`config.mk`:
```
export PLATFORM = sky130hd
export DESIGN_NAME = rmq_quot
export DESIGN_NICKNAME = d
export VERILOG_FILES = /design/src/rtl/rmq_pkg.sv /design/src/rtl/rmq_quot.sv
export SDC_FILE = /design/constraint.sdc
export NUM_CORES = 2
export LEC_CHECK = 0
export ABC_AREA = 1
export BUFFER_PORTS_ARGS = -buffer_cell sky130_fd_sc_hd__buf_2
export CAP_MARGIN = 20
export CORE_UTILIZATION = 26
export DETAILED_ROUTE_END_ITERATION = 10
export PLACE_DENSITY = 0.51
export SLEW_MARGIN = 20
export SYNTH_ARGS = -nofsm -noshare
export SYNTH_HDL_FRONTEND = slang
export SYNTH_SLANG_ARGS = --single-unit
```
`constraint.sdc`:
```
create_clock -name clk -period 10.58 [get_ports clk]
set_clock_uncertainty 0.1 [all_clocks]
set_input_delay 1.058 -clock clk [delete_from_list [all_inputs] [get_ports clk]]
set_output_delay 1.058 -clock clk [all_outputs]
set_load 0.1 [all_outputs]
```
`src/rtl/rmq_pkg.sv`:
```
// ----------------------------------------------------------------------------
// rmq_pkg
// shared types and constants for the rotation matrix to quaternion unit
// ----------------------------------------------------------------------------
package rmq_pkg;

	localparam int ElemW = 18;

	typedef enum logic [1:0] {
		BR_TRACE = 2'd0,
		BR_PIVX  = 2'd1,
		BR_PIVY  = 2'd2,
		BR_PIVZ  = 2'd3
	} branch_t;

endpackage

```
`src/rtl/rmq_quot.sv`:
```
// ----------------------------------------------------------------------------
// rmq_quot
// pipelined restoring divider, rounded to nearest with ties away from zero
// ----------------------------------------------------------------------------
module rmq_quot
	import rmq_pkg::*;
#(
	parameter int NUM_W = 36,
	parameter int DEN_W = 20,
	parameter int TAG_W = 8
) (
	input  logic               clk,
	input  logic               en,
	input  logic [NUM_W-1:0]   num,
	input  logic [DEN_W-1:0]   den,
	input  logic [TAG_W-1:0]   tag_in,
	output logic [NUM_W-1:0]   quot,
	output logic [TAG_W-1:0]   tag_out
);

	localparam int BPS = 2;
	localparam int QB = NUM_W + 1;
	localparam int NSTG = (QB + BPS - 1) / BPS;
	localparam int XW = NSTG * BPS;
	localparam int RW = DEN_W + 2;

	logic [XW-1:0]    x_s [NSTG+1];
	logic [XW-1:0]    q_s [NSTG+1];
	logic [RW-1:0]    r_s [NSTG+1];
	logic [DEN_W-1:0] d_s [NSTG+1];
	logic [TAG_W-1:0] t_s [NSTG+1];

	assign x_s[0] = XW'({num, 1'b0});
	assign q_s[0] = '0;
	assign r_s[0] = '0;
	assign d_s[0] = den;
	assign t_s[0] = tag_in;

	for (genvar g = 0; g < NSTG; g++) begin : g_stg
		logic [XW-1:0] xn;
		logic [XW-1:0] qn;
		logic [RW-1:0] rn;
		always_comb begin
			logic [RW-1:0] rem;
			logic [XW-1:0] x;
			logic [XW-1:0] q;
			rem = r_s[g];
			x = x_s[g];
			q = q_s[g];
			for (int b = 0; b < BPS; b++) begin
				rem = {rem[RW-2:0], x[XW-1]};
				x = {x[XW-2:0], 1'b0};
				if (rem >= RW'(d_s[g])) begin
					rem = rem - RW'(d_s[g]);
					q = {q[XW-2:0], 1'b1};
				end else begin
					q = {q[XW-2:0], 1'b0};
				end
			end
			xn = x;
			qn = q;
			rn = rem;
		end
		always_ff @(posedge clk) begin
			if (en) begin
				x_s[g+1] <= xn;
				q_s[g+1] <= qn;
				r_s[g+1] <= rn;
				d_s[g+1] <= d_s[g];
				t_s[g+1] <= t_s[g];
			end
		end
	end

	// q holds floor(2*num/den); add the half bit for rounding
	logic [XW:0] qr;
	assign qr      = ({1'b0, q_s[NSTG]} + (XW+1)'(1)) >> 1;
	assign quot    = NUM_W'(qr);
	assign tag_out = t_s[NSTG];

endmodule

```
## After elaboration in Yosys (flattened, before gate mapping)

Cells that the tools add are included.
Widths: inputs -> output; s select.

| storage, ports and cells | value |
|---|---|
| register bits after elaboration | 1575 |
| output and inout port bits | 44 |
| logic and storage cells | 242 |

| cells by class | value |
|---|---|
| add/sub/neg operators | 38 |
| order comparisons | 38 |
| muxes and demuxes | 74 |

Operator list:

| cell | count |
|---|---|
| $ge 22x20->1 | 37 |
| $mux 21 | 37 |
| $sub 21x20->21 | 36 |
| $add 37x1->37 const B | 1 |
| $mux 1 | 37 |
| $sub 1x20->21 const A | 1 |
| $ge 1x20->1 const A | 1 |

## Logic depth before layout (Yosys ltp)

| logic depth | value |
|---|---|
| depth in word-level cells | 4 |
| depth in mapped cells | 33 |

## Least setup slack after synthesis

OpenSTA, ideal clock, no wires.

| timing path | value |
|---|---|
| path kind | flip-flop to output port |
| start | reg q_s[0] (netlist name) |
| end | out quot[33] |
| arrival time | 3.127 ns |
| data required time | 9.422 ns |
| path slack | 6.295 ns |
| cell stages (with the launch flop) | 10 |
| path buffers | 0 |
| path through | edfxtp_1 -> ha_1 -> nand3_1 -> nor3_1 -> nand4_1 -> nor2_1 -> nand3_1 -> nor3_2 -> nand2_1 -> xnor2_1 |

| between the ends | value |
|---|---|
| word-level cells in the longest chain between the ends | 1 |

Ends and longest elaborated chain:

| element | line | text |
|---|---|---|
| start: declaration | rmq_quot.sv:28 | `logic [XW-1:0] q_s [NSTG+1];` |
| start signal: indexed assignment | rmq_quot.sv:67 | `q_s[g+1] <= qn;` |
| $add 37x1->37 | rmq_quot.sv:77 | `assign qr = ({1'b0, q_s[NSTG]} + (XW+1)'(1)) >> 1;` |
| end: declaration | rmq_quot.sv:17 | `output logic [NUM_W-1:0] quot,` |

No other way between the ends.

## Final worst setup path

| timing path | value |
|---|---|
| start | reg d_s[84] (netlist name) |
| end | reg r_s[70] (netlist name), data pin |

| between the ends | value |
|---|---|
| word-level cells in the longest chain between the ends | 4 |
| elaborated cells on any way between the ends | 6 |

Ends and longest elaborated chain:

| element | line | text |
|---|---|---|
| start: declaration | rmq_quot.sv:30 | `logic [DEN_W-1:0] d_s [NSTG+1];` |
| start signal: indexed assignment | rmq_quot.sv:69 | `d_s[g+1] <= d_s[g];` |
| $ge 22x20->1 or $sub 21x20->21 (tied branches) | rmq_quot.sv:53, rmq_quot.sv:54 |  |
| $mux 21 | rmq_quot.sv:53 | `if (rem >= RW'(d_s[g])) begin` |
| $sub 21x20->21 or $ge 22x20->1 (tied branches) | rmq_quot.sv:54, rmq_quot.sv:53 |  |
| $mux 21 * | rmq_quot.sv:53 |  |
| via g_stg[15].$5.rem[4] | rmq_quot.sv:44 | `logic [RW-1:0] rem;` |
| end signal: indexed assignment | rmq_quot.sv:68 | `r_s[g+1] <= rn;` |
| end: declaration | rmq_quot.sv:29 | `logic [RW-1:0] r_s [NSTG+1];` |

The timed path passes the listed nets; every way through them passes the cells marked *.
A chain may end at the register's enable or synchronous reset.

==> impl_metrics.csv <==
group,metric,value,unit
run_status,outcome,"complete, no violations",
final_layout,fin_cells,18150,
worst_setup_path,crit_end,"r_s[70]",
detailed_routing,totalWireLength,316700,µm
grt,grt_pass1_vias,79840,
die,fp.dieH,634.1,µm
clock_network,htree_num_levels,4,
synth,syn_avg_cell_area,8.269,µm²
clock_network,cts_tree,"yes",
worst_setup_path,worst_r2r_endpoint,"r_s[70]",
clock_network,cts_hold_buf,0,
worst_setup_path,critical_path_required,11.08,ns
synth,synth_ff_type,"edfxtp_1",
placement,portBuffers,109,
worst_setup_path,startpoint_type,"register",
synth,synth_top_area_share,45.53,%
worst_setup_path,timing.rr.start,"d_s[84]",
worst_setup_path,setup.worst_path.end_class,"register",
grt,antenna_found_initial,14,
clock_network,cts.sinks,1575,
job,maxCapViolCount,0,
final_layout,regArea,47300,µm²
final_layout,multiInputGateArea,49490,µm²
die,die_w,634.1,µm
worst_setup_path,worst_path_largest_cell_delay,0.59,ns
placement,place_area,110200,µm²
sta,fin_tns_setup,0,ns
final_layout,syn_to_final_growth,12.31,%
clock_network,cts-buffers-inserted,194,
worst_hold_path,hold_path_class,"in2reg",
detailed_routing,routed_via_density,4.562,
synth,synth_warnings,0,
grt,grt_pass1_wl,475400,µm
sta,fmaxAchievable,174.5,MHz
die,core_area,396800,µm²
synth,synth_top_cells_by_count,"4249 x nand2_1, 1575 x edfxtp_1, 1568 x inv_1",
sta,rsz0062_at_grt,"false",
synth,syn-cell-area,103900,µm²
grt,grt_usage,15.24,%
detailed_routing,ant_nets,0,
worst_setup_path,worstSetupPathType,"reg2reg",
synth,syn_nets,13410,
worst_setup_path,cp.arrival,6.23,ns
detailed_routing,vias,82810,
worst_setup_path,crit_path_frequent_cell,"nand2_1",
die,pin_count,110,
sta,finalHoldViolCount,0,
die,die-area,402100,µm²
clock_network,clock-root-buffer,"clkbuf_16",
clock_network,clk_path_buf_depth,4,
synth,async_flop_share,0,%
final_layout,drive_gt1_share,5.454,%
worst_setup_path,critPathLaunch,"d_s[84]",
final_layout,nets,13590,
synth,synth-seq-cells,1575,
grt,grt_max_degree,156,
synth,synthTopCellsByArea,"edfxtp_1 46%, nand2_1 15%, ha_1 8.9%",
die,start_util,26.18,%
synth,synth_edf_count,1575,
sta,worst_hold_slack,0.1985,ns
synth,yosys.cell_types.count,59,
sta,post-route-period-util,54.17,%
clock_network,clk_pin_slew_worst_paths,0.06,ns
worst_hold_path,hold_start,"num[5]",
detailed_routing,firstDrtPassIters,6,
worst_setup_path,crit_fanout,24,
placement,gp_congestion,0.9118,
synth,ys_seq_area_share,45.53,%
clock_network,clk_latency,0.94,ns
worst_setup_path,rrSetupSlack,4.85,ns
sta,fin_crit,5.732,ns
final_layout,design_area,116700,µm²
synth,post-synth-top-area-cell,"edfxtp_1",
placement,hpwl,251500,µm
placement,placed_cells,17790,
worst_setup_path,reg2reg_depth,29,
sta,worstMarginPinSlew,1.069,ns
clock_network,postCtsSetupBuffers,0,
worst_setup_path,path_depth,29,
sta,setup-violations-final,0,
worst_setup_path,slowest_stage,"edfxtp_1",
sta,slew_headroom,28.55,%
detailed_routing,wl_per_cell,17.44,µm
grt,gr-total-overflow,0,
worst_setup_path,path_buf_inv,4,
sta,report.final.slew_viol_count,0,
detailed_routing,drc,0,
clock_network,cts_resized,0,
worst_setup_path,critPathTopFamily,"simple AND/OR/NAND/NOR gates",
die,core.rowCount,231,
detailed_routing,initialDrtViolationCount,6229,
final_layout,fillCellCount,42410,
synth,yosysMostFrequentCell,"nand2_1",
synth,synth_cells,12560,
==> registers in the layout (all words and copies together), names as in the netlist <==
signal and flops:
r_s 378, g_stg.$5.x 289, t_s 144, d_s 360, x_s 35, tag_out 8, q_s 361
==> worst min-delay path by stage <==
stage | to | slack [ns] | depth (start not counted)
2_1_floorplan | g_stg[10].$5.x[23] | 0.30 | 0
3_3_place_gp | q_s[155] | 0.30 | 0
3_5_place_dp | g_stg[14].$5.x[37] | 0.30 | 0
4_1_cts | g_stg[1].$5.x[13] | 0.08 | 1
5_1_grt | g_stg[1].$5.x[13] | 0.15 | 1
6_report | g_stg[1].$5.x[10] | 0.20 | 1
==> final cells by class <==
type                       instances  share of cell area (%)
multi-input combinational       9226                   42.42
inverter                        1614                   5.203
clock inverter                   130                   1.164
sequential                      1575                   40.54
timing repair buffer             134                  0.7056
antenna                            4                0.008579
tap                             5242                   5.622
clock buffer                     228                   4.343
==> per-stage QoR <==
step           util [%]  worst slack, ns
5_1_grt           29.40            4.321
4_1_cts           29.40            4.847
6_report          29.40            4.848
3_3_place_gp      27.78            4.796
3_5_place_dp      27.78            4.861
2_1_floorplan         -            6.295
==> cell usage in the layout, fill, tap and decap left out, types with 78 or more instances in the layout <==
cell	n
xor2_1	275
o21ai_1	78
buf_2	108
nand3_1	716
nand4_1	227
nand3b_1	87
edfxtp_1	1575
nand2_1	4249
o21bai_1	85
nor3_1	96
or2_2	90
nor2_1	898
a21oi_1	715
ha_1	741
o21ai_0	341
xnor2_1	197
clkbuf_16	198
inv_1	1568
==> cells by family (layout without fill, tap and decap cells) <==
group,count (synthesis),count (layout),synth area share (%)
AOI/OAI and AO/OA,1383,1383,7.240
xor gates and xnor gates,472,472,3.979
adders and majority gates,777,777,9.618
buffers and inverters,1762,2106,6.842
DFF,1575,1575,45.53
other,0,4,0
and+or+nand+nor,6594,6594,26.80
==> routing by layer <==
| metal | routed length, µm | global-route usage [%] | vias to the layer above |
|---|---|---|---|
| met1 | 143100 | 19.91 | 38530 |
| met4 | 10950 | 5.019 | 2 |
| li1 | - | - | 42130 |
| met5 | 14 | 0 | - |
| met2 | 150100 | 26.29 | 1720 |
| met3 | 12480 | 1.453 | 430 |
Power is not shown: default switching activity piles up to over one toggle a cycle in this logic, so the estimate is an artifact.
