==> config.mk <==
export PLATFORM = sky130hd
export DESIGN_NAME = rmq_sqrt
export DESIGN_NICKNAME = d
export VERILOG_FILES = /design/src/rtl/rmq_pkg.sv /design/src/rtl/rmq_sqrt.sv
export SDC_FILE = /design/constraint.sdc
export NUM_CORES = 1
export LEC_CHECK = 0
export ABC_AREA = 1
export ABC_CLOCK_PERIOD_IN_PS = 4900
export BUFFER_PORTS_ARGS = -buffer_cell sky130_fd_sc_hd__buf_2
export CAP_MARGIN = 20
export CELL_PAD_IN_SITES_DETAIL_PLACEMENT = 0
export CELL_PAD_IN_SITES_GLOBAL_PLACEMENT = 2
export CORE_MARGIN = 2
export CORE_UTILIZATION = 25
export CTS_CLUSTER_DIAMETER = 200
export DETAILED_ROUTE_END_ITERATION = 6
export PLACE_DENSITY = 0.64
export SLEW_MARGIN = 15
export SYNTH_ARGS = -nofsm -noshare
export SYNTH_HDL_FRONTEND = slang
export SYNTH_SLANG_ARGS = --single-unit
==> constraint.sdc <==
create_clock -name clk -period 4.9 [get_ports clk]
set_input_delay 0.49 -clock clk [delete_from_list [all_inputs] [get_ports clk]]
set_output_delay 0.49 -clock clk [all_outputs]
set_load 0.02 [all_outputs]
==> src/rtl/rmq_pkg.sv <==
// ----------------------------------------------------------------------------
// rmq_pkg
// shared types and constants for the rotation matrix to quaternion unit
// ----------------------------------------------------------------------------
package rmq_pkg;

	localparam int ElemW = 18;

	typedef enum logic [1:0] {
		BR_TRACE = 2'd0,
		BR_PIVX  = 2'd1,
		BR_PIVY  = 2'd2,
		BR_PIVZ  = 2'd3
	} branch_t;

endpackage

==> src/rtl/rmq_sqrt.sv <==
// ----------------------------------------------------------------------------
// rmq_sqrt
// pipelined rounded integer square root, two result bits per stage
// ----------------------------------------------------------------------------
module rmq_sqrt
	import rmq_pkg::*;
#(
	parameter int IN_W = 40,
	parameter int TAG_W = 8
) (
	input  logic               clk,
	input  logic               arst_n,
	input  logic               en,
	input  logic               vin,
	input  logic [IN_W-1:0]    n,
	input  logic [TAG_W-1:0]   tag_in,
	output logic               vout,
	output logic [IN_W/2:0]    root,
	output logic [TAG_W-1:0]   tag_out
);

	localparam int RW = (IN_W + 1) / 2;
	localparam int NSTG = (RW + 1) / 2;
	localparam int EW = 2 * RW;
	localparam int REMW = RW + 2;

	logic [NSTG:0]           v_s;
	logic [EW-1:0]           x_s   [NSTG+1];
	logic [RW-1:0]           r_s   [NSTG+1];
	logic [REMW-1:0]         rem_s [NSTG+1];
	logic [TAG_W-1:0]        t_s   [NSTG+1];

	assign x_s[0]   = EW'(n);
	assign r_s[0]   = '0;
	assign rem_s[0] = '0;
	assign t_s[0]   = tag_in;
	assign v_s[0]   = vin;

	for (genvar g = 0; g < NSTG; g++) begin : g_stg
		logic [EW-1:0]   xn;
		logic [RW-1:0]   rn;
		logic [REMW-1:0] remn;
		always_comb begin
			logic [REMW-1:0] rem;
			logic [REMW-1:0] trial;
			logic [RW-1:0]   r;
			logic [EW-1:0]   x;
			rem = rem_s[g];
			r = r_s[g];
			x = x_s[g];
			for (int b = 0; b < 2; b++) begin
				rem = {rem[REMW-3:0], x[EW-1 -: 2]};
				x = {x[EW-3:0], 2'b00};
				trial = {r[REMW-3:0], 2'b01};
				if (rem >= trial) begin
					rem = rem - trial;
					r = {r[RW-2:0], 1'b1};
				end else begin
					r = {r[RW-2:0], 1'b0};
				end
			end
			xn = x;
			rn = r;
			remn = rem;
		end
		always_ff @(posedge clk or negedge arst_n) begin
			if (!arst_n) begin
				v_s[g+1] <= 1'b0;
			end else if (en) begin
				v_s[g+1] <= v_s[g];
			end
		end
		always_ff @(posedge clk) begin
			if (en) begin
				x_s[g+1]   <= xn;
				r_s[g+1]   <= rn;
				rem_s[g+1] <= remn;
				t_s[g+1]   <= t_s[g];
			end
		end
	end

	assign vout    = v_s[NSTG];
	assign tag_out = t_s[NSTG];
	assign root    = (IN_W/2+1)'(r_s[NSTG]) +
		(IN_W/2+1)'(rem_s[NSTG] > REMW'(r_s[NSTG]));

endmodule

# Word-level counts from Yosys, hierarchy flattened
# Cells that the tools add are included.
# word_totals
ff_bits	582
inputBits	52
output_inout_bits	30
# classes
addsub	21
order_cmp	21
muxes	40
# ops
op	n
$mux W20	19
$ge A22 B10 Y1	1
$ge A22 B11 Y1	1
$ge A22 B12 Y1	1
$ge A22 B13 Y1	1
$ge A22 B14 Y1	1
$ge A22 B15 Y1	1
$ge A22 B16 Y1	1
$ge A22 B17 Y1	1
$ge A22 B18 Y1	1
$ge A22 B19 Y1	1
$ge A22 B20 Y1	1
$ge A22 B21 Y1	1
$ge A22 B3 Y1	1
$ge A22 B4 Y1	1
$ge A22 B5 Y1	1
$ge A22 B6 Y1	1
$ge A22 B7 Y1	1
$ge A22 B8 Y1	1
$ge A22 B9 Y1	1
$gt A22 B20 Y1	1
$mux W22	1
$sub A22 B21 Y22	1
$add A20 B1 Y21	1
21 further kinds	40

# Logic depth before layout (Yosys ltp)
# logic_depth
ltp_word	4
mapped_depth	30

# Worst setup path before layout
# No wires, ideal clock.
# synth_timing
kind	flip-flop to output port
start	reg r_s[1] (netlist bit)
end	out root[20]
arrival_time_ns	3.443
slack_ns	0.967
stages_incl_launch_ff	24
cell_sequence	edfxtp_1 > inv_1 > ha_1 > inv_1 > o21bai_1 > a21o_1 > a21oi_1 > o21ai_0 > nand3_1 > nand3_1 > o31ai_1 > inv_1 > ha_1 > ha_1 > nand3_1 > nor3_1 > nand2_1 > nor2_1 > nand4_1 > nor4_1 > nand3_1 > nor2_1 > nand2_1 > nor3_1
# synth_between
elab_chain_cells	2
# synth_rtl
item	line_no	text
start: declaration	rmq_sqrt.sv:29	logic [RW-1:0] r_s [NSTG+1];
start signal: indexed assignment	rmq_sqrt.sv:76	r_s[g+1] <= rn;
$gt A22 B20 Y1	rmq_sqrt.sv:86	(IN_W/2+1)'(rem_s[NSTG] > REMW'(r_s[NSTG]));
$add A20 B1 Y21 (*)	rmq_sqrt.sv:85	assign root = (IN_W/2+1)'(r_s[NSTG]) +
end: declaration	rmq_sqrt.sv:18	output logic [IN_W/2:0] root,
# Every way passes the cells marked *; elsewhere a longest branch is shown, timed or not.

# Worst setup path after layout
# layout_timing
start	reg r_s[17] (netlist bit)
end	out root[20]
# Same word-level chain as after synthesis.

==> insert_results.sql <==
INSERT INTO impl_metrics (metric_group, metric, value, unit) VALUES
('status', 'status', 'complete, no violations', ''),
('sta', 'timing.setup.tns', '0', 'ns'),
('sta', 'skew', '0.0317', 'ns'),
('min_path', 'hold_path.startpoint', 'n[38]', ''),
('place', 'detailed_place.area', '40800', 'um2'),
('drt', 'post-route-drc-count', '0', ''),
('cells_and_area', 'fraction_of_layout_instances_using_a_drive_strength_above_1', '8.58', '%'),
('yosys', 'synth_area_per_cell', '8.32', 'um2'),
('cells_and_area', 'areaGrowthSynthToFinish', '16.5', '%'),
('yosys', 'ys_seq_area_share', '45.4', '%'),
('yosys', 'synth_compound_gate_area_share', '8.87', '%'),
('worst_setup_path', 'cp_cell_sequence', 'inv_2 -> ha_4 -> nand4_1 -> nor2_2 -> nand2_1 -> nand3_1 -> o31ai_1 -> inv_1 -> ha_1 -> ha_2 -> nand3_2 -> nor3_4 -> nand2_2 -> nor2_4 -> nand4_1 -> nor4_2 -> buf_4 -> nand3_2 -> nor2_1 -> nand2_1 -> nor3_1 -> buf_2', ''),
('worst_setup_path', 'rr_startpoint', 'r_s[73]$_DFFE_PP_', ''),
('global_routing', 'grt_antenna_before_repair', '0', ''),
('floorplan', 'rows', '142', ''),
('drt', 'detailedRoute.firstPassIterationCount', '6', ''),
('worst_setup_path', 'cp_slowest_cell', 'edfxtp_1', ''),
('worst_setup_path', 'worst-endpoint-arrival', '4.05', 'ns'),
('yosys', 'synthesized_instance_count', '4522', ''),
('yosys', 'synth_flop_cell', 'edfxtp_1', ''),
('cells_and_area', 'n_antenna_cell', '0', ''),
('sta', 'setup-violations-final', '0', ''),
('clock_network', 'cts_root_buf', 'clkbuf_16', ''),
('worst_setup_path', 'criticalPathCategory', 'flip-flop to primary output', ''),
('cells_and_area', 'final_net_count', '5048', ''),
('yosys', 'synth-seq-cells', '571', ''),
('sta', 'final_max_slew_viol_count', '0', ''),
('cells_and_area', 'fillers', '16200', ''),
('clock_network', 'clock_latency', '0.69', 'ns'),
('drt', 'via_count', '30000', ''),
('global_routing', 'global_route_wire_length_before_repair', '171000', 'um'),
('pwr', 'p_leak', '19.4', 'nW'),
('drt', 'detail_route.wl_per_cell', '16.1', 'um'),
('worst_setup_path', 'worst_path_dominant_cell_family', 'simple AND/OR/NAND/NOR gates', ''),
('drt', 'drt_wl_total', '110000', 'um'),
('clock_network', 'tritoncts_num_sinks', '571', ''),
('yosys', 'most_frequent_cells_after_synthesis', 'nand2_1 (1282), inv_1 (583), edfxtp_1 (561)', ''),
('worst_setup_path', 'critical_path.max_fanout', '3', ''),
('sta', 'maxSlewHeadroom', '51.3', '%'),
('floorplan', 'dieArea', '154000', 'um2'),
('floorplan', 'start_util', '25.2', '%'),
('worst_setup_path', 'startpoint', 'r_s[17]$_DFFE_PP_', ''),
('yosys', 'synth_top_family_by_area', 'simple AND/OR/NAND/NOR gates', ''),
('run', 'maxCapViolCount', '0', ''),
('yosys', 'postSynth.asyncResetShare', '1.75', '%'),
('global_routing', 'grt_overflow_total', '0', ''),
('sta', 'final.setup.worst_slack', '0.361', 'ns'),
('floorplan', 'top_level_ports', '82', ''),
('worst_setup_path', 'crit_required', '4.41', 'ns'),
('yosys', 'dominant_cell_by_count_in_the_synthesized_netlist', 'nand2_1', ''),
('floorplan', 'die_width', '392', 'um'),
('worst_setup_path', 'critPathMaxStageDelay', '0.50', 'ns'),
('worst_setup_path', 'critPathCaptureType', 'primary output', ''),
('yosys', 'yosys.area_share.xor_xnor', '5.02', '%'),
('yosys', 'number_of_enable_type_register_cells_in_the_synthesized_netlist', '561', ''),
('yosys', 'synth.top_cells.by_area', 'edfxtp_1 (45%), nand2_1 (13%), ha_1 (8.3%)', ''),
('sta', 'fmax', '0.220', 'GHz'),
('min_path', 'hold_path.class', 'primary input to flip-flop', ''),
('drt', 'post_drt_via_cell_ratio', '4.39', ''),
('yosys', 'syn-cell-area', '37600', 'um2'),
('place', 'dp.final_hpwl', '87300', 'um'),
('floorplan', 'chip_height', '392', 'um'),
('floorplan', 'standard_cell_core_area', '150000', 'um2'),
('clock_network', 'max-clock-path-buffers', '3', ''),
('worst_setup_path', 'worst-path-buf-inv', '4', ''),
('worst_setup_path', 'cp-start-kind', 'flip-flop', ''),
('global_routing', 'groute.usage.overall', '14.3', '%'),
('sta', 'post-route-period-util', '92.6', '%'),
('sta', 'finalCriticalPeriod', '4.54', 'ns'),
('yosys', 'synth_cell_types', '63', ''),
('yosys', 'post_synth_fa_ha_maj_area_fraction', '8.34', '%');
-- cells by family (layout without fill, tap and decap cells) --
kind of cell / after synthesis / in the layout
fa+ha+maj: 251 / 251
flops: 571 / 571
buf+inv: 665 / 946
simple gates: 2214 / 2214
other cells: 1 / 2
compound gates: 605 / 605
xor+xnor: 215 / 215
-- sequential cells by signal (all words and copies together), names as in the netlist --
name,count
g_stg.$5.x,144
r_s,110
rem_s,191
t_s,72
tag_out,8
v_s,9
vout,1
x_s,36
-- placed cells by master, fill, tap and decap left out, types with 17 or more instances in the layout --
cell type      Yosys  routed
o21a_1            20      20
nor3_1            59      57
clkbuf_16          0      75
o21bai_1          17      17
a21oi_1          272     272
buf_4             17      76
dlygate4sd3_1      0      46
nand3_1          283     280
o21ai_0          211     204
o21ai_1           10      17
edfxtp_1         561     561
xor2_1           151     151
nand2_2           21      22
nand4_1           97      97
nand2_1         1282    1281
nor2_1           372     370
ha_1             251     248
xnor2_1           63      63
buf_2             20      79
inv_1            583     582
-- through the flow --
stage | std cells | hold WS, ns | utilization (%) | total power, mW
finish | 6820 | 0.135 | 29.3 | 23.7
CTS | 6816 | 0.0670 | 29.3 | 24.0
global placement | 6626 | 0.364 | 27.3 | 18.4
global route | 6820 | 0.102 | 29.3 | 25.8
detailed placement | 6626 | 0.362 | 27.3 | 18.3
floorplan | 4523 | 0.194 | - | 14.9
-- path summary, 6_finish.rpt --
kind	endpoint	slack [ns]	cells after the start
max in group asynchronous	v_s[8]$_DFFE_PN0P_	4.53	2
hold / removal	r_s[181]$_DFFE_PP_	0.13	2
setup reg to reg	rem_s[54]$_DFFE_PP_	0.36	21
hold reg to reg	x_s[119]$_DFFE_PP_	0.40	0
min in group asynchronous	vout$_DFFE_PN0P_	0.18	2
setup / recovery	root[20]	0.36	22
-- power by group --
| part | internal [mW] | total, mW | switching (mW) |
|---|---|---|---|
| registers | 6.58 | 7.11 | 0.522 |
| clock network | 3.15 | 5.41 | 2.26 |
| logic | 3.82 | 11.2 | 7.33 |
-- per-layer routing --
metal	global-route usage, %	vias to the layer above	part of all wire [%]
met5	0	-	0
met1	20.0	13800	50
met3	1.85	139	3.1
met4	4.31	0	2.3
li1	-	15600	-
met2	22.9	415	45
-- timing repair --
action	4_1_cts	5_1_grt
hold buffers	46	0
endpoints found under the hold margin	55	0
pin swaps	7	5
endpoints found under the setup margin	4	25
buffers inserted	8	4
resized for setup	13	13
-- cell type report --
type | count | area [um2] | share of cell area, %
Inverter | 598 | 2250 | 5.12
Clock buffer | 83 | 1910 | 4.35
Tap cell | 2016 | 2520 | 5.75
Sequential cell | 571 | 17100 | 39.0
Timing Repair Buffer | 212 | 1640 | 3.74
Multi-Input combinational cell | 3287 | 17900 | 40.9
Clock inverter | 53 | 490 | 1.12
(Power assumes the default switching activity.)
